`config.mk`:
```
export PLATFORM = sky130hd
export DESIGN_NAME = adsr_envelope_generator
export DESIGN_NICKNAME = d
export VERILOG_FILES = /design/src/adsr_eg_pkg.sv /design/src/adsr_envelope_generator.sv /design/src/adsr_eg_step.sv /design/src/adsr_eg_regs.sv
export SDC_FILE = /design/constraint.sdc
export NUM_CORES = 1
export LEC_CHECK = 0
export BUFFER_PORTS_ARGS = -buffer_cell sky130_fd_sc_hd__buf_2
export CAP_MARGIN = 20
export CORE_MARGIN = 1
export CORE_UTILIZATION = 45
export DETAILED_ROUTE_END_ITERATION = 6
export GPL_TIMING_DRIVEN = 0
export REMOVE_ABC_BUFFERS = 1
export SYNTH_ARGS = -nofsm -noshare
export SYNTH_HDL_FRONTEND = slang
export SYNTH_SLANG_ARGS = --single-unit
```
`constraint.sdc`:
```
create_clock -name clock -period 4.7 [get_ports clock]
set_input_delay 0.705 -clock clock [delete_from_list [all_inputs] [get_ports clock]]
set_output_delay 0.705 -clock clock [all_outputs]
set_load 0.01 [all_outputs]
```
`src/adsr_eg_pkg.sv`:
```
// Package for the ADSR envelope generator: state type, phase and register
// codes, rate tables. No dependencies.
`timescale 1ns / 1ps
`default_nettype none
package adsr_eg_pkg;

   localparam int unsigned LEVEL_W = 8;
   localparam int unsigned PHASE_W = 2;
   localparam int unsigned RATE_W  = 17;
   localparam int unsigned REG_W   = 8;
   localparam int unsigned INDEX_W = 1;
   localparam int unsigned STEPS_PER_TICK_DEF = 2;

   localparam logic [PHASE_W-1:0] PHASE_ATTACK  = 2'd0;
   localparam logic [PHASE_W-1:0] PHASE_DECAY   = 2'd1;
   localparam logic [PHASE_W-1:0] PHASE_SUSTAIN = 2'd2;
   localparam logic [PHASE_W-1:0] PHASE_RELEASE = 2'd3;

   localparam logic [INDEX_W-1:0] REG_ATTACK_DECAY    = 1'b0;
   localparam logic [INDEX_W-1:0] REG_SUSTAIN_RELEASE = 1'b1;

   localparam logic MODE_TICK = 1'b0;

   localparam logic [LEVEL_W-1:0] LEVEL_FULL = 8'hFF;

   typedef struct packed {
      logic [LEVEL_W-1:0] level;
      logic [PHASE_W-1:0] phase;
      logic [RATE_W-1:0]  count;
      logic [RATE_W-1:0]  limit;
      logic               last_gate;
   } env_state_type;

   function automatic logic [RATE_W-1:0] attack_rate(input logic [3:0] sel);
      logic [RATE_W-1:0] r;
      unique case (sel)
         4'd0:  r = 17'd9;
         4'd1:  r = 17'd32;
         4'd2:  r = 17'd63;
         4'd3:  r = 17'd95;
         4'd4:  r = 17'd149;
         4'd5:  r = 17'd220;
         4'd6:  r = 17'd267;
         4'd7:  r = 17'd313;
         4'd8:  r = 17'd392;
         4'd9:  r = 17'd977;
         4'd10: r = 17'd1954;
         4'd11: r = 17'd3126;
         4'd12: r = 17'd3906;
         4'd13: r = 17'd11720;
         4'd14: r = 17'd19531;
         default: r = 17'd31251;
      endcase
      return r;
   endfunction

   function automatic logic [RATE_W-1:0] fall_rate(input logic [3:0] sel);
      logic [RATE_W-1:0] r;
      unique case (sel)
         4'd0:  r = 17'd28;
         4'd1:  r = 17'd87;
         4'd2:  r = 17'd173;
         4'd3:  r = 17'd262;
         4'd4:  r = 17'd410;
         4'd5:  r = 17'd606;
         4'd6:  r = 17'd731;
         4'd7:  r = 17'd859;
         4'd8:  r = 17'd1077;
         4'd9:  r = 17'd2732;
         4'd10: r = 17'd5464;
         4'd11: r = 17'd8741;
         4'd12: r = 17'd10928;
         4'd13: r = 17'd32782;
         4'd14: r = 17'd54657;
         default: r = 17'd87419;
      endcase
      return r;
   endfunction

endpackage
`default_nettype wire

```
`src/adsr_envelope_generator.sv`:
```
// ADSR envelope generator for one voice, top level.
// Depends on adsr_eg_pkg, adsr_eg_step, adsr_eg_regs.
//
// Usage:
//   req_ stream: one item per transfer, either a sample tick (tuser 0) or a
//     gate control write (tuser 1, gate in tdata[0]).
//   rsp_ stream: one result per item, the envelope level and phase after it.
//   csr_ port: write attack_decay (index 0) or sustain_release (index 1);
//     write only while no item is in flight.
// Timing:
//   An accepted item is loaded into the input register; when it advances,
//   its result is loaded into the result register that drives rsp_tvalid.
//   One item per cycle sustained while rsp_tready is high; the combinational
//   path is the rate counter subtract/compare plus the level update.
// Reset:
//   Synchronous. Level 0, attack phase, rate limit 0 (frozen), both
//   configuration registers 0, both stages empty.
// Stall:
//   While rsp_tready is low with a result held, the input register keeps its
//   item and req_tready drops once it is full; nothing is dropped.
`timescale 1ns / 1ps
`default_nettype none
module adsr_envelope_generator #(
   parameter int unsigned STEPS_PER_TICK = adsr_eg_pkg::STEPS_PER_TICK_DEF
) (
   input  logic                            clock,
   input  logic                            reset,
   input  logic                            req_tvalid,
   output logic                            req_tready,
   input  logic [7:0]                      req_tdata,   // [0] gate_level
   input  logic                            req_tuser,   // [0] mode
   output logic                            rsp_tvalid,
   input  logic                            rsp_tready,
   output logic [15:0]                     rsp_tdata,   // [7:0] level, [9:8] phase
   input  logic                            csr_we,
   input  logic [adsr_eg_pkg::INDEX_W-1:0] csr_index,
   input  logic [adsr_eg_pkg::REG_W-1:0]   csr_wdata
);
   import adsr_eg_pkg::*;

   logic               in_vld_ff, in_vld_in;
   logic               in_mode_ff;
   logic               in_gate_ff;
   logic               rsp_vld_ff, rsp_vld_in;
   logic [LEVEL_W-1:0] rsp_level_ff;
   logic [PHASE_W-1:0] rsp_phase_ff;
   logic               advance;
   logic               take;
   env_state_type      cur, nxt;
   logic [REG_W-1:0]   attack_decay, sustain_release;

   assign advance    = in_vld_ff && (!rsp_vld_ff || rsp_tready);
   assign req_tready = !in_vld_ff || advance;
   assign take       = req_tvalid && req_tready;
   assign in_vld_in  = take || (in_vld_ff && !advance);
   assign rsp_vld_in = advance || (rsp_vld_ff && !rsp_tready);

   adsr_eg_step #(
      .STEPS_PER_TICK(STEPS_PER_TICK)
   ) u_step (
      .cur            (cur),
      .mode           (in_mode_ff),
      .gate_level     (in_gate_ff),
      .attack_decay   (attack_decay),
      .sustain_release(sustain_release),
      .nxt            (nxt)
   );

   adsr_eg_regs u_regs (
      .clock          (clock),
      .reset          (reset),
      .csr_we         (csr_we),
      .csr_index      (csr_index),
      .csr_wdata      (csr_wdata),
      .advance        (advance),
      .nxt            (nxt),
      .cur            (cur),
      .attack_decay   (attack_decay),
      .sustain_release(sustain_release)
   );

   always_ff @(posedge clock) begin
      if (reset) begin
         in_vld_ff  <= 1'b0;
         rsp_vld_ff <= 1'b0;
      end else begin
         in_vld_ff  <= in_vld_in;
         rsp_vld_ff <= rsp_vld_in;
      end
   end

   always_ff @(posedge clock) begin
      if (take) begin
         in_mode_ff <= req_tuser;
         in_gate_ff <= req_tdata[0];
      end
      if (advance) begin
         rsp_level_ff <= nxt.level;
         rsp_phase_ff <= nxt.phase;
      end
   end

   assign rsp_tvalid = rsp_vld_ff;
   assign rsp_tdata  = {6'd0, rsp_phase_ff, rsp_level_ff};

   // a transfer into the core always produces a result
   assert property (@(posedge clock) disable iff (reset)
      advance |=> rsp_vld_ff)
      else $error("result not presented after core transfer");

   // frozen envelope: ticks leave the level alone
   assert property (@(posedge clock) disable iff (reset)
      (advance && in_mode_ff == MODE_TICK && cur.limit == '0) |=> $stable(cur.level))
      else $error("level moved while frozen");

   // release never raises the level
   assert property (@(posedge clock) disable iff (reset)
      (advance && cur.phase == PHASE_RELEASE) |=> (cur.level <= $past(cur.level)))
      else $error("level rose during release");

   // a held input item stays put while the result is stalled
   assert property (@(posedge clock) disable iff (reset)
      (rsp_vld_ff && !rsp_tready) |=> (in_vld_ff || !$past(in_vld_ff)))
      else $error("input item lost under stall");

endmodule
`default_nettype wire

```
`src/adsr_eg_step.sv`:
```
// Next-state logic for one item: gate write (restart on a change) or one tick of rate steps.
// Depends on adsr_eg_pkg.
`timescale 1ns / 1ps
`default_nettype none
module adsr_eg_step #(
   parameter int unsigned STEPS_PER_TICK = adsr_eg_pkg::STEPS_PER_TICK_DEF
) (
   input  adsr_eg_pkg::env_state_type cur,
   input  logic                       mode,
   input  logic                       gate_level,
   input  logic [adsr_eg_pkg::REG_W-1:0] attack_decay,
   input  logic [adsr_eg_pkg::REG_W-1:0] sustain_release,
   output adsr_eg_pkg::env_state_type nxt
);
   import adsr_eg_pkg::*;

   localparam logic [RATE_W-1:0] STEPS   = RATE_W'(STEPS_PER_TICK);
   localparam logic [RATE_W-1:0] STEPS_1 = RATE_W'(STEPS_PER_TICK - 1);

   logic [LEVEL_W-1:0] sus;
   logic               frozen;
   logic               ahead;
   logic [RATE_W-1:0]  gap;
   logic               fire;

   assign sus    = {sustain_release[7:4], sustain_release[7:4]};
   assign frozen = (cur.limit == '0);
   assign ahead  = (cur.count >= cur.limit);
   assign gap    = cur.limit - cur.count;
   // limits are at least 9, so one tick fires at most once
   assign fire   = !frozen && (ahead || (gap <= STEPS));

   always_comb begin
      nxt = cur;
      if (mode != MODE_TICK) begin
         nxt.last_gate = gate_level;
         if (gate_level != cur.last_gate) begin
            nxt.count = '0;
            if (gate_level) begin
               nxt.phase = PHASE_ATTACK;
               nxt.limit = attack_rate(attack_decay[7:4]);
            end else begin
               nxt.phase = PHASE_RELEASE;
               nxt.limit = fall_rate(sustain_release[3:0]);
            end
         end
      end else if (!frozen) begin
         if (!fire) begin
            nxt.count = cur.count + STEPS;
         end else begin
            nxt.count = ahead ? STEPS_1 : (STEPS - gap);
            unique case (cur.phase)
               PHASE_ATTACK: begin
                  if (cur.level >= (LEVEL_FULL - 8'd1)) begin
                     nxt.level = LEVEL_FULL;
                     nxt.phase = PHASE_DECAY;
                     nxt.limit = fall_rate(attack_decay[3:0]);
                  end else begin
                     nxt.level = cur.level + 8'd1;
                  end
               end
               PHASE_DECAY: begin
                  if ({1'b0, cur.level} > ({1'b0, sus} + 9'd1)) begin
                     nxt.level = cur.level - 8'd1;
                  end else begin
                     nxt.level = sus;
                     nxt.phase = PHASE_SUSTAIN;
                  end
               end
               PHASE_SUSTAIN: nxt.level = sus;
               default: begin
                  if (cur.level != '0) begin
                     nxt.level = cur.level - 8'd1;
                  end
               end
            endcase
         end
      end
   end

endmodule
`default_nettype wire

```
`src/adsr_eg_regs.sv`:
```
// Envelope state and configuration registers, with rate reload on writes.
// Depends on adsr_eg_pkg.
`timescale 1ns / 1ps
`default_nettype none
module adsr_eg_regs (
   input  logic                          clock,
   input  logic                          reset,
   input  logic                          csr_we,
   input  logic [adsr_eg_pkg::INDEX_W-1:0] csr_index,
   input  logic [adsr_eg_pkg::REG_W-1:0] csr_wdata,
   input  logic                          advance,
   input  adsr_eg_pkg::env_state_type    nxt,
   output adsr_eg_pkg::env_state_type    cur,
   output logic [adsr_eg_pkg::REG_W-1:0] attack_decay,
   output logic [adsr_eg_pkg::REG_W-1:0] sustain_release
);
   import adsr_eg_pkg::*;

   env_state_type     state_ff, state_in;
   logic [REG_W-1:0]  ad_ff, ad_in;
   logic [REG_W-1:0]  sr_ff, sr_in;

   always_comb begin
      state_in = state_ff;
      ad_in    = ad_ff;
      sr_in    = sr_ff;
      if (csr_we) begin
         unique case (csr_index)
            REG_ATTACK_DECAY: begin
               ad_in = csr_wdata;
               if (state_ff.phase == PHASE_ATTACK) begin
                  state_in.limit = attack_rate(csr_wdata[7:4]);
               end else if (state_ff.phase == PHASE_DECAY) begin
                  state_in.limit = fall_rate(csr_wdata[3:0]);
               end
            end
            default: begin
               sr_in = csr_wdata;
               if (state_ff.phase == PHASE_RELEASE) begin
                  state_in.limit = fall_rate(csr_wdata[3:0]);
               end
            end
         endcase
      end
      if (advance) begin
         state_in = nxt;
      end
   end

   always_ff @(posedge clock) begin
      if (reset) begin
         state_ff <= '0;
         ad_ff    <= '0;
         sr_ff    <= '0;
      end else begin
         state_ff <= state_in;
         ad_ff    <= ad_in;
         sr_ff    <= sr_in;
      end
   end

   assign cur             = state_ff;
   assign attack_decay    = ad_ff;
   assign sustain_release = sr_ff;

endmodule
`default_nettype wire
```
==> summary.md, run 1 <==
| Metric | Value |
|---|---|
| Result of the run | complete, no violations |
| Antenna violations before repair | 0 |
| CTS resizes | 0 |
| RD Place Congestion | 0.876 |
| Overflow left after global routing | 0 |
| CP bufs+invs | 1 |
| # H-tree levels | 4 |
| Detailed-route via count | 7740 |
| HPWL Detailed | 16500 µm |
| Setup violations, final | 0 |
| Share of the synthesized area in the top cell type | 0.260 |
| Fillers | 1801 |
| Number of inserted diodes | 0 |
| Post-route clock skew | 0.00799 ns |
| Root Buffer | sky130_fd_sc_hd__clkbuf_16 |
| Crit path largest cell delay | 0.80 ns |
| Synth unique cells | 83 |
| Total routing resource utilization after global routing | 0.240 |
| Top-level I/O count | 41 |
| Depth of the worst register-to-register path | 13 |
| Synthesized instance count | 1081 |
| Number of buffers added to fix hold violations after cts | 0 |
| Core area | 18800 µm² |
| Post-place instance area | 8730 µm² |
| Std cell rows | 50 |
| Final number of hold-violating endpoints | 0 |
| Wire length reported by the detailed router | 22800 µm |
| Async set-reset flop share out of synthesis | 0 |
| Clock Sink Count | 124 |
| Count of yosys warnings during synthesis | 0 |
| CTS clk-pin slew, worst paths | 0.06 ns |
| CTS buffer count | 17 |
| Average instance area after synthesis | 7.99 µm² |
| First-pass GRT wire length | 37200 µm |
| Most common cell type on the critical path | sky130_fd_sc_hd__o2111ai_1 |
| Prevailing post-synth register cell | sky130_fd_sc_hd__dfxtp_1 |
| Max-cap viol count | 0 |
| Die extent in x | 141 µm |
| Worst-path maximum fanout | 21 |
| Worst slew pin tran | 0.958 ns |
| Ranking of synthesized cells by instance count | sky130_fd_sc_hd__a21oi_1, sky130_fd_sc_hd__dfxtp_1, sky130_fd_sc_hd__nand2_1, sky130_fd_sc_hd__nor2_1 |
| Number of cells traversed by the worst hold path | 1 |
| Initial DRC count | 568 |
| Final slew viol count | 0 |
| Total Neg Setup Slack | 0 ns |
| Final #Nets | 1152 |
| Kind of cell with the highest combined delay on the critical path | compound AO/OA/AOI/OAI gates |
| Data required time at the worst endpoint | 4.95 ns |
| Cell with the most instances after synthesis | sky130_fd_sc_hd__a21oi_1 |
| Cell accounting for the most synthesized area | sky130_fd_sc_hd__dfxtp_1 |
| Wire per inst | 17.5 µm |
| Hold_ws | 0.453 ns |
| Post-route antenna net violation count | 0 |
| Starting utilization of the core area | 0.460 |
| Ratio of cells with drive above 1 in the final layout | 0.106 |
| Max rail drop VDD | 0.248 mV |
| Growth of design area from synthesis to finish | 8.26% |
| Sequence of cells on the critical path | inv_1 > ha_1 > fa_1 > nor2b_4 > o2111ai_1 > and4b_1 > nor3_1 > o2111ai_1 > nor4_2 > nand4_4 > a21oi_2 > a311oi_1 > a21oi_1 |
| Post-CTS Setup Bufs | 0 |
| Sequential cell area fraction in the yosys report | 0.301 |
| Post-synthesis instance area | 8640 µm² |
| Worst hold path type | in -> reg |
| Cell with the largest stage delay on the worst path | sky130_fd_sc_hd__a21oi_2 |
| RSZ-0062 raised after global routing | false |
| Overall die area | 19800 µm² |
| CTS tree | built |
| Ratio of final minimum period to clock period | 0.899 |
| First drt pass iteration count | 5 |
| DR DRC count | 0 |
| Kind of end point of the critical path | flop |
| Count of flip-flops with a built-in enable after synthesis | 12 |
| Flop and latch count out of synthesis | 124 |
| Top achievable clock speed | 237 MHz |
| Levels on crit path | 13 |
| Fin crit period | 4.23 ns |
| PortBufs | 27 |
| Pin count of the biggest net entering global routing | 51 |
| Via count of the first global-routing pass | 7166 |
| Leakage component of the power | 3.79 nW |
| Crit Path Category | reg -> reg |
| Relative slew slack | 0.361 |
| Via-per-instance ratio | 5.93 |
| Top area cells in the synthesized netlist | sky130_fd_sc_hd__dfxtp_1, sky130_fd_sc_hd__ha_1, sky130_fd_sc_hd__a21oi_1, sky130_fd_sc_hd__edfxtp_1, sky130_fd_sc_hd__o21ai_0 |
| Arrival time at the worst endpoint | 4.48 ns |
| Clk buf depth | 2 |
| Floorplan die height | 141 µm |
| Post-route design area | 9350 µm² |
| Worst Setup Start Kind | flop |
| Cell area power density | 405 nW/µm² |
| Clock insertion delay at the later pin of the skew report | 0.43 ns |
==> per-layer routing <==
metal	vias up	track usage	routed length [µm]
met5	-	0	0
met4	0	0.0995	704
met3	42	0.0465	1040
met2	215	0.384	10300
met1	3614	0.315	10800
li1	3869	-	-
==> power breakdown <==
part	internal, mW	total (mW)	switching (mW)
Combinational	0.494	1.29	0.797
Clock	0.767	1.28	0.513
Sequential	1.15	1.21	0.0651
==> layout make-up <==
class,instances,area (µm²),area share
Multi-Input combinational cell,819,5450,0.583
Sequential cell,124,2600,0.278
Clock buffer,19,453,0.0484
Tap cell,234,293,0.0313
Inverter,64,240,0.0257
Timing Repair Buffer,32,183,0.0195
Clock inverter,13,129,0.0138
==> cell usage in the layout (no fill, tap or decap), types with 18 or more instances in the layout <==
cell type / synthesis / final
sky130_fd_sc_hd__a21oi_1: 118 / 118
sky130_fd_sc_hd__dfxtp_1: 112 / 112
sky130_fd_sc_hd__nand2_1: 92 / 92
sky130_fd_sc_hd__nor2_1: 88 / 88
sky130_fd_sc_hd__o21ai_0: 70 / 70
sky130_fd_sc_hd__ha_1: 70 / 70
sky130_fd_sc_hd__inv_1: 58 / 58
sky130_fd_sc_hd__nand3_1: 33 / 33
sky130_fd_sc_hd__buf_2: 5 / 28
sky130_fd_sc_hd__mux2i_1: 24 / 24
sky130_fd_sc_hd__and3_1: 18 / 18
==> cells by family after synthesis <==
kind of cell | share of synthesized area
buffers and inverters | 0.0698
XOR/XNOR | 0.0264
other | 0.000434
adder cells (fa/ha/maj) | 0.105
AO/OA/AOI/OAI | 0.266
flip-flops | 0.301
multiplexers | 0.0422
AND/OR/NAND/NOR | 0.189
==> metrics by stage <==
| stage | worst slack, ns | power, mW | instances | util |
|---|---|---|---|---|
| 3_5_place_dp | 0.468 | 2.51 | 1270 | 0.465 |
| 4_1_cts | 0.440 | 3.79 | 1302 | 0.496 |
| 2_1_floorplan | 1.22 | 2.19 | 1007 | - |
| 5_1_grt | 0.191 | 4.01 | 1305 | 0.498 |
| 6_report | 0.475 | 3.78 | 1305 | 0.498 |
| 3_3_place_gp | 0.448 | 2.50 | 1268 | 0.465 |
==> path summary, 6_finish.rpt <==
| path | startpoint | endpoint | slack (ns) |
|---|---|---|---|
| worst max-delay path | u_regs.cur[1] | rsp_phase_ff[1] | 0.47 |
| worst min register to register | u_regs.sustain_release[1] | u_regs.sustain_release[1] | 0.47 |
| worst max register to register | u_regs.cur[1] | rsp_phase_ff[1] | 0.47 |
| worst min-delay path | req_tdata[0] | in_gate_ff | 0.45 |
Note: power is estimated with default switching activity, not from simulation.
==> run 2: changes to the inputs <==
CORE_ASPECT_RATIO = 1.75   (was unset)
clock period = 4.5 ns   (was 4.7 ns; I/O delays follow)
==> run 2 against run 1 <==
Against the previous run: via count is 0.50% higher; critical path type unchanged; sequential cell count did not move; register-to-register slack got worse by 0.06 ns; critical endpoint is now rsp_level_ff[5]; first-iteration DRC count is 35% lower; core utilization up 0.28 points; total power increased by 7.7%; sequential share of layout area is the same; critical path depth grew 1; non-clock buffer count shrank 3.
==> summary.md, run 2 (synthesis results as in run 1) <==
| Metric | Value |
|---|---|
| Result of the run | complete, no violations |
| Depth of the worst register-to-register path | 14 (+1) |
| Detailed-route via count | 7779 (+0.50%) |
| Initial DRC count | 368 (-35%) |
| Top achievable clock speed | 245 MHz (+3.5%) |
| Clock insertion delay at the later pin of the skew report | 0.43 ns (about the same) |
| Growth of design area from synthesis to finish | 8.26% (unchanged) |
| Final #Nets | 1149 (-0.26%) |
| DR DRC count | 0 (unchanged) |
| Max-cap viol count | 0 (unchanged) |
| Antenna violations before repair | 0 (unchanged) |
| RD Place Congestion | 0.925 (+5.5%) |
| Fin crit period | 4.08 ns (-0.143 ns) |
| Worst hold path type | in -> reg |
| Max rail drop VDD | 0.215 mV (-13%) |
| Pin count of the biggest net entering global routing | 51 (unchanged) |
| Endpoint of the worst hold path | in_mode_ff |
| Hold_ws | 0.422 ns (-0.0309 ns) |
| Core area | 18700 µm² (-0.56%) |
| Die extent in x | 107 µm (-24%) |
| Startpoint of the worst register-to-register path | u_regs.cur[1] |
| Final number of hold-violating endpoints | 0 (unchanged) |
| Relative slew slack | 0.256 (-0.105) |
| Most frequent standard cell in the layout excluding fill and tap cells | sky130_fd_sc_hd__a21oi_1 |
| Root Buffer | sky130_fd_sc_hd__clkbuf_16 |
| Clock Sink Count | 124 (unchanged) |
| Number of buffers added to fix hold violations after cts | 0 (unchanged) |
| HPWL Detailed | 18300 µm (+11%) |
| First drt pass iteration count | 5 (unchanged) |
| Post-Place Setup Slack | 0.232 ns (-0.236 ns) |
| Ratio of cells with drive above 1 in the final layout | 0.102 (-0.00345) |
| Worst slew pin tran | 1.12 ns (+0.158 ns) |
| Global routing met3 resource utilization | 0.0394 (-0.00709) |
| CTS tree | built |
| Overflow left after global routing | 0 (unchanged) |
| Flop2flop setup slack | 0.42 ns (-0.06 ns) |
| Worst-path maximum fanout | 12 (-43%) |
| Wire length reported by the detailed router | 24600 µm (+8.0%) |
| Sequence of cells on the critical path | inv_1 > ha_1 > fa_1 > inv_1 > ha_1 > nor3_1 > a21oi_1 > o21ai_0 > nor4_1 > o2111ai_1 > nor4_2 > nand4_4 > a21boi_2 > mux2_2 |
| Overall die area | 19800 µm² (+0.11%) |
| CTS clk-pin slew, worst paths | 0.06 ns (about the same) |
| Floorplan die height | 185 µm (+32%) |
| Met2 capacity usage during global routing | 0.505 (+0.121) |
| Post-route clock skew | 0.00636 ns (-0.00163 ns) |
| RSZ-0062 raised after global routing | false |
| Number of inserted diodes | 0 (unchanged) |
| Top-level I/O count | 41 (unchanged) |
| Met1 GRT Util | 0.255 (-0.0597) |
| Worst Setup Start Kind | flop |
| Data required time at the worst endpoint | 4.68 ns (-0.27 ns) |
| Ratio of final minimum period to clock period | 0.907 (+0.00807) |
| Crit Path Category | reg -> reg |
| CTS buffer count | 17 (unchanged) |
| Total routing resource utilization after global routing | 0.261 (+0.0213) |
| Total Neg Setup Slack | 0 ns (unchanged) |
| Final Worst Setup Slack | 0.418 ns (-0.0565 ns) |
| Cell with the largest stage delay on the worst path | sky130_fd_sc_hd__a21boi_2 |
| Number of cells traversed by the worst hold path | 1 (unchanged) |
| # H-tree levels | 4 (unchanged) |
| Arrival time at the worst endpoint | 4.26 ns (-0.22 ns) |
| R2R Path End | rsp_level_ff[5] |
| Via-per-instance ratio | 5.96 (+0.43%) |
| Final slew viol count | 0 (unchanged) |
| Wire per inst | 18.9 µm (+7.9%) |
| PortBufs | 27 (unchanged) |
| Via count of the first global-routing pass | 7716 (+7.7%) |
| Setup violations, final | 0 (unchanged) |
| Number of cells in the finished layout apart from fillers | 1306 (+0.077%) |
| Kind of cell with the highest combined delay on the critical path | compound AO/OA/AOI/OAI gates |
| Most Crowded Layer GR | met2 |
| Cell area power density | 436 nW/µm² (+7.7%) |
| Kind of end point of the critical path | flop |
| Commonest non-fill, non-tap cells in the layout | sky130_fd_sc_hd__a21oi_1, sky130_fd_sc_hd__dfxtp_1, sky130_fd_sc_hd__nand2_1 |
| Std cell rows | 66 (+32%) |
| Starting utilization of the core area | 0.463 (+0.00259) |
| Post-route antenna net violation count | 0 (unchanged) |
| Leakage component of the power | 3.78 nW (-0.21%) |
| First-pass GRT wire length | 39900 µm (+7.0%) |
| CP bufs+invs | 2 (+1) |
| Total instance count after detailed placement | 1274 (+0.31%) |
| Clk buf depth | 2 (unchanged) |
| Crit path largest cell delay | 0.59 ns (-0.21 ns) |
| Worst Hold Launch | req_tuser |
## run 2: cell types whose count changed in the layout (fill, tap and decap cells not counted)
cell and change:
sky130_fd_sc_hd__bufinv_16 +2, sky130_fd_sc_hd__buf_12 -1, sky130_fd_sc_hd__inv_8 -2, sky130_fd_sc_hd__inv_4 +2, sky130_fd_sc_hd__inv_6 -2, sky130_fd_sc_hd__a21oi_4 +1
sky130_fd_sc_hd__buf_4 -2, sky130_fd_sc_hd__clkbuf_1 +1, sky130_fd_sc_hd__clkbuf_8 -1, sky130_fd_sc_hd__a21oi_2 -1
## run 2: through the flow
step | total power [mW] | utilization | instance area, µm²
final | 4.07 | 0.501 | 9350
after global routing | 4.29 | 0.501 | 9350
after CTS | 4.07 | 0.501 | 9340
after detailed placement | 2.64 | 0.468 | 8740
after global placement | 2.63 | 0.468 | 8730
after floorplan | 2.29 | - | 8290
## run 2: worst max path at each step
stage                             start              end  slack, ns  cells past startpoint
after floorplan           u_regs.cur[1]  rsp_phase_ff[0]       1.02                     15
after global placement    u_regs.cur[1]  rsp_phase_ff[0]       0.25                     15
after detailed placement  u_regs.cur[1]  rsp_phase_ff[0]       0.23                     15
after CTS                 u_regs.cur[1]  rsp_phase_ff[0]       0.23                     15
after global routing      u_regs.cur[1]  rsp_level_ff[7]       0.07                     14
final                     u_regs.cur[1]  rsp_level_ff[5]       0.42                     14
## run 2: power breakdown
part | total (mW) | leakage, nW | internal [mW] | switching [mW]
Clock | 1.43 | 0.299 | 0.888 | 0.538
Combinational | 1.38 | 2.46 | 0.518 | 0.864
Sequential | 1.27 | 1.03 | 1.20 | 0.0682
Total | 4.07 | 3.78 | 2.60 | 1.47
## run 2: worst register-to-register path: stages (launching register included)
cell                        delay [ns]
sky130_fd_sc_hd__dfxtp_1          0.39
sky130_fd_sc_hd__inv_1            0.06
sky130_fd_sc_hd__ha_1             0.23
sky130_fd_sc_hd__fa_1             0.48
sky130_fd_sc_hd__inv_1            0.11
sky130_fd_sc_hd__ha_1             0.15
sky130_fd_sc_hd__nor3_1           0.05
sky130_fd_sc_hd__a21oi_1          0.12
sky130_fd_sc_hd__o21ai_0          0.13
sky130_fd_sc_hd__nor4_1           0.21
sky130_fd_sc_hd__o2111ai_1        0.18
sky130_fd_sc_hd__nor4_2           0.40
sky130_fd_sc_hd__nand4_4          0.30
sky130_fd_sc_hd__a21boi_2         0.60
sky130_fd_sc_hd__mux2_2           0.42
## run 2: cell type report
cell class / count / area [µm²]
Fill cell: 1876 / 9310
Multi-Input combinational cell: 819 / 5460
Sequential cell: 124 / 2600
Clock buffer: 19 / 443
Tap cell: 238 / 298
Inverter: 64 / 240
Clock inverter: 13 / 161
Timing Repair Buffer: 29 / 148
## run 2: layer usage
layer	share of wire	wire length, µm
met4	0.056	1370
met2	0.54	13300
met3	0.029	710
met5	0	0
met1	0.37	9200
## run 2: what timing repair did
action / 4_1_cts / 5_1_grt
setup buffers: 0 / 0
resized for setup: 0 / 1
endpoints found under the setup margin: 0 / 5
endpoints found under the hold margin: 0 / 0
==> run 3: changes to the inputs <==
ABC_AREA = 1   (was unset)
clock period = 3.5 ns   (was 4.5 ns; I/O delays follow)
==> run 3 against run 2 <==
Against the previous run: cell area grew 4.5%; sequential share of layout area is 1.2 points lower; worst setup slack got worse by 0.17 ns; synthesized area rose by 3.5%; via count is 11% higher; sequential power is 32% higher.
==> summary.md, run 3 <==
| Metric | Value |
|---|---|
| Count of flip-flops with a built-in enable after synthesis | 12 (unchanged) |
| Number of inserted diodes | 0 (unchanged) |
| Max-cap viol count | 0 (unchanged) |
| Layout Utilization | 0.507 (+0.00587) |
| Endpoint of the worst hold path | in_gate_ff |
| Root Buffer | sky130_fd_sc_hd__clkbuf_16 |
| Floorplan die height | 188 µm (+1.7%) |
| Top area cells in the synthesized netlist | sky130_fd_sc_hd__dfxtp_1, sky130_fd_sc_hd__nand2_1, sky130_fd_sc_hd__ha_1, sky130_fd_sc_hd__inv_1, sky130_fd_sc_hd__nor2_1 |
| Average instance area after synthesis | 6.58 µm² (-18%) |
| Final number of hold-violating endpoints | 0 (unchanged) |
| Post-route design area | 9770 µm² (+4.5%) |
| Synth unique cells | 63 (-24%) |
| Fillers | 2067 (+10%) |
| CP bufs+invs | 2 (unchanged) |
| Result of the run | complete, no violations |
| Setup violations, final | 0 (unchanged) |
| Post-place instance area | 9130 µm² (+4.5%) |
| Worst-path maximum fanout | 8 (-4) |
| Count of yosys warnings during synthesis | 0 (unchanged) |
| Post-route clock skew | 0.0109 ns (+0.00452 ns) |
| First-pass GRT wire length | 40900 µm (+2.6%) |
| Kind of end point of the critical path | flop |
| Core area | 19300 µm² (+3.3%) |
| Flop2flop setup slack | 0.25 ns (-0.17 ns) |
| Clock Sink Count | 124 (unchanged) |
| Crit path largest cell delay | 0.40 ns (-0.19 ns) |
| Cell area power density | 550 nW/µm² (+26%) |
| Sequence of cells on the critical path | inv_1 > ha_1 > fa_1 > inv_1 > nand3_1 > nand2_1 > nand2_1 > nand2_1 > nand3_1 > nor2_1 > nand2_1 > nor2_1 > nand3_1 > nand2_1 > nand2_2 > nand2_4 > nand3_1 > nand3_1 > a21oi_1 |
| Ratio of cells with drive above 1 in the final layout | 0.0753 (-0.0268) |
| Overall die area | 20500 µm² (+3.5%) |
| Std cell rows | 67 (+1.5%) |
| Ratio of final minimum period to clock period | 0.928 (+0.0209) |
| Arrival time at the worst endpoint | 3.52 ns (-0.74 ns) |
| Wire length reported by the detailed router | 25200 µm (+2.3%) |
| Worst Setup Start Kind | flop |
| Sequential cell area fraction in the yosys report | 0.291 (-0.0102) |
| Max rail drop VDD | 0.271 mV (+26%) |
| Relative slew slack | 0.291 (+0.0348) |
| Async set-reset flop share out of synthesis | 0 (unchanged) |
| Kind of cell with the highest combined delay on the critical path | simple AND/OR/NAND/NOR gates |
| Power Total | 5.37 mW (+32%) |
| Clock insertion delay at the later pin of the skew report | 0.43 ns (about the same) |
| First drt pass iteration count | 5 (unchanged) |
| DR DRC count | 0 (unchanged) |
| Via count of the first global-routing pass | 8272 (+7.2%) |
| CTS buffer count | 17 (unchanged) |
| Antenna violations before repair | 0 (unchanged) |
| Leakage component of the power | 4.57 nW (+21%) |
| Worst hold path type | in -> reg |
| Wire per inst | 15.5 µm (-18%) |
| Via-per-instance ratio | 5.31 (-11%) |
| Post-route antenna net violation count | 0 (unchanged) |
| Cell with the largest stage delay on the worst path | sky130_fd_sc_hd__fa_1 |
| Overflow left after global routing | 0 (unchanged) |
| Post-synthesis instance area | 8940 µm² (+3.5%) |
| Pin count of the biggest net entering global routing | 40 (-22%) |
| Worst Hold Launch | req_tdata[0] |
| Initial DRC count | 416 (+13%) |
| R2R Path End | u_regs.cur[32] |
| Starting utilization of the core area | 0.464 (+0.000868) |
| Share of the synthesized area in the top cell type | 0.251 (-0.00879) |
| Depth of the worst register-to-register path | 19 (+5) |
| Commonest non-fill, non-tap cells in the layout | sky130_fd_sc_hd__nand2_1, sky130_fd_sc_hd__inv_1, sky130_fd_sc_hd__nor2_1 |
| Growth of design area from synthesis to finish | 9.32% |
| Synthesized instance count | 1359 (+26%) |
| Post-CTS Setup Bufs | 0 (unchanged) |
| Startpoint of the worst register-to-register path | u_regs.cur[1] |
| Top-level I/O count | 41 (unchanged) |
| Final slew viol count | 0 (unchanged) |
| Die extent in x | 109 µm (+1.7%) |
| Fin crit period | 3.25 ns (-0.834 ns) |
| # H-tree levels | 4 (unchanged) |
| Number of cells traversed by the worst hold path | 1 (unchanged) |
| Data required time at the worst endpoint | 3.77 ns (-0.91 ns) |
| HPWL Detailed | 19800 µm (+8.0%) |
| Post-Place Setup Slack | -0.280 ns (-0.512 ns) |
| Most frequent standard cell in the layout excluding fill and tap cells | sky130_fd_sc_hd__nand2_1 |
| PortBufs | 27 (unchanged) |
| Detailed-route via count | 8614 (+11%) |
| Final #Nets | 1462 (+27%) |
| RSZ-0062 raised after global routing | true |
| Final Worst Setup Slack | 0.252 ns (-0.166 ns) |
| Cell with the most instances after synthesis | sky130_fd_sc_hd__nand2_1 |
| Total routing resource utilization after global routing | 0.260 (-0.000715) |
| RD Place Congestion | 1.03 (+11%) |
| Ranking of synthesized cells by instance count | sky130_fd_sc_hd__nand2_1, sky130_fd_sc_hd__inv_1, sky130_fd_sc_hd__nor2_1, sky130_fd_sc_hd__dfxtp_1, sky130_fd_sc_hd__a21oi_1 |
| CTS clk-pin slew, worst paths | 0.06 ns (about the same) |
| Clk buf depth | 2 (unchanged) |
| Flop and latch count out of synthesis | 124 (unchanged) |
| Crit Path Category | reg -> reg |
| Worst slew pin tran | 1.06 ns (-0.0533 ns) |
| CTS tree | built |
| Top achievable clock speed | 308 MHz (+26%) |
| Cell accounting for the most synthesized area | sky130_fd_sc_hd__dfxtp_1 |
| Prevailing post-synth register cell | sky130_fd_sc_hd__dfxtp_1 |
==> run 3: cell count changes after synthesis, sizes merged, moves of 26 or more <==
cell / delta
nand2: +247
inv: +128
nor2: +68
nand3: +58
clkbuf: -30
nor3: +26
==> run 3: through the flow <==
| step | TNS [ns] | cells | hold slack (ns) |
|---|---|---|---|
| final | 0 | 1622 | 0.283 |
| after global routing | -0.952 | 1622 | 0.273 |
| after CTS | 0 | 1619 | 0.267 |
| after detailed placement | -2.98 | 1587 | 0.459 |
| after floorplan | -5.03 | 1317 | 0.437 |
| after global placement | -30.29 | 1585 | 0.450 |
==> run 3: power by group <==
group          internal, mW  switching [mW]  leakage (nW)  total (mW)
Clock                  1.06           0.671         0.278        1.73
Combinational         0.645            1.31          3.26        1.96
Sequential             1.58           0.104          1.03        1.68
==> run 3: worst register-to-register path, stage by stage, from the launching register on <==
cell	delay [ns]
sky130_fd_sc_hd__dfxtp_1	0.34
sky130_fd_sc_hd__inv_1	0.08
sky130_fd_sc_hd__ha_1	0.23
sky130_fd_sc_hd__fa_1	0.40
sky130_fd_sc_hd__inv_1	0.12
sky130_fd_sc_hd__nand3_1	0.14
sky130_fd_sc_hd__nand2_1	0.14
sky130_fd_sc_hd__nand2_1	0.09
sky130_fd_sc_hd__nand2_1	0.07
sky130_fd_sc_hd__nand3_1	0.09
sky130_fd_sc_hd__nor2_1	0.10
sky130_fd_sc_hd__nand2_1	0.11
sky130_fd_sc_hd__nor2_1	0.13
sky130_fd_sc_hd__nand3_1	0.09
sky130_fd_sc_hd__nand2_1	0.09
sky130_fd_sc_hd__nand2_2	0.10
sky130_fd_sc_hd__nand2_4	0.15
sky130_fd_sc_hd__nand3_1	0.34
sky130_fd_sc_hd__nand3_1	0.21
sky130_fd_sc_hd__a21oi_1	0.08
==> run 3: layout make-up <==
class                   count  area, µm²  area share
repair buffers             32        200      0.0205
clock buffers              18        439      0.0449
clock inverters            14        146      0.0150
inverters                 192        723      0.0740
flip-flops and latches    124       2600       0.266
well taps                 241        302      0.0309
multi-input cells        1001       5360       0.548
==> run 3: timing repair <==
| item | 4_1_cts | 5_1_grt |
|---|---|---|
| gates resized for setup | 0 | 2 |
| setup endpoints to repair | 0 | 36 |
| hold buffers | 0 | 0 |
==> run 3: per-layer routing <==
metal  GRT usage  vias to the layer above  wire, µm
met1       0.262                     3900      9440
met3      0.0342                       69       804
li1            -                     4464         -
met4       0.152                        0      1300
met2       0.492                      181     13600
met5           0                        -         0
==> run 3: worst max-delay path by stage <==
stage	start	to	slack [ns]	depth (start not counted)
2_1_floorplan	rsp_tready	u_regs.cur[10]	-0.30	9
5_1_grt	u_regs.cur[1]	u_regs.cur[31]	-0.09	21
3_5_place_dp	rsp_tready	u_regs.cur[13]	-0.28	11
4_1_cts	rsp_tvalid	u_regs.cur[11]	0.02	10
6_report	u_regs.cur[1]	u_regs.cur[32]	0.25	19
3_3_place_gp	rsp_tready	u_regs.cur[16]	-1.82	10
==> run 3: logic make-up after synthesis <==
logic type / share of synthesized area
other: 0.000419
DFF: 0.291
xor gates and xnor gates: 0.0167
buffers and inverters: 0.113
AOI/OAI and AO/OA: 0.162
adders and majority gates: 0.100
and+or+nand+nor: 0.317
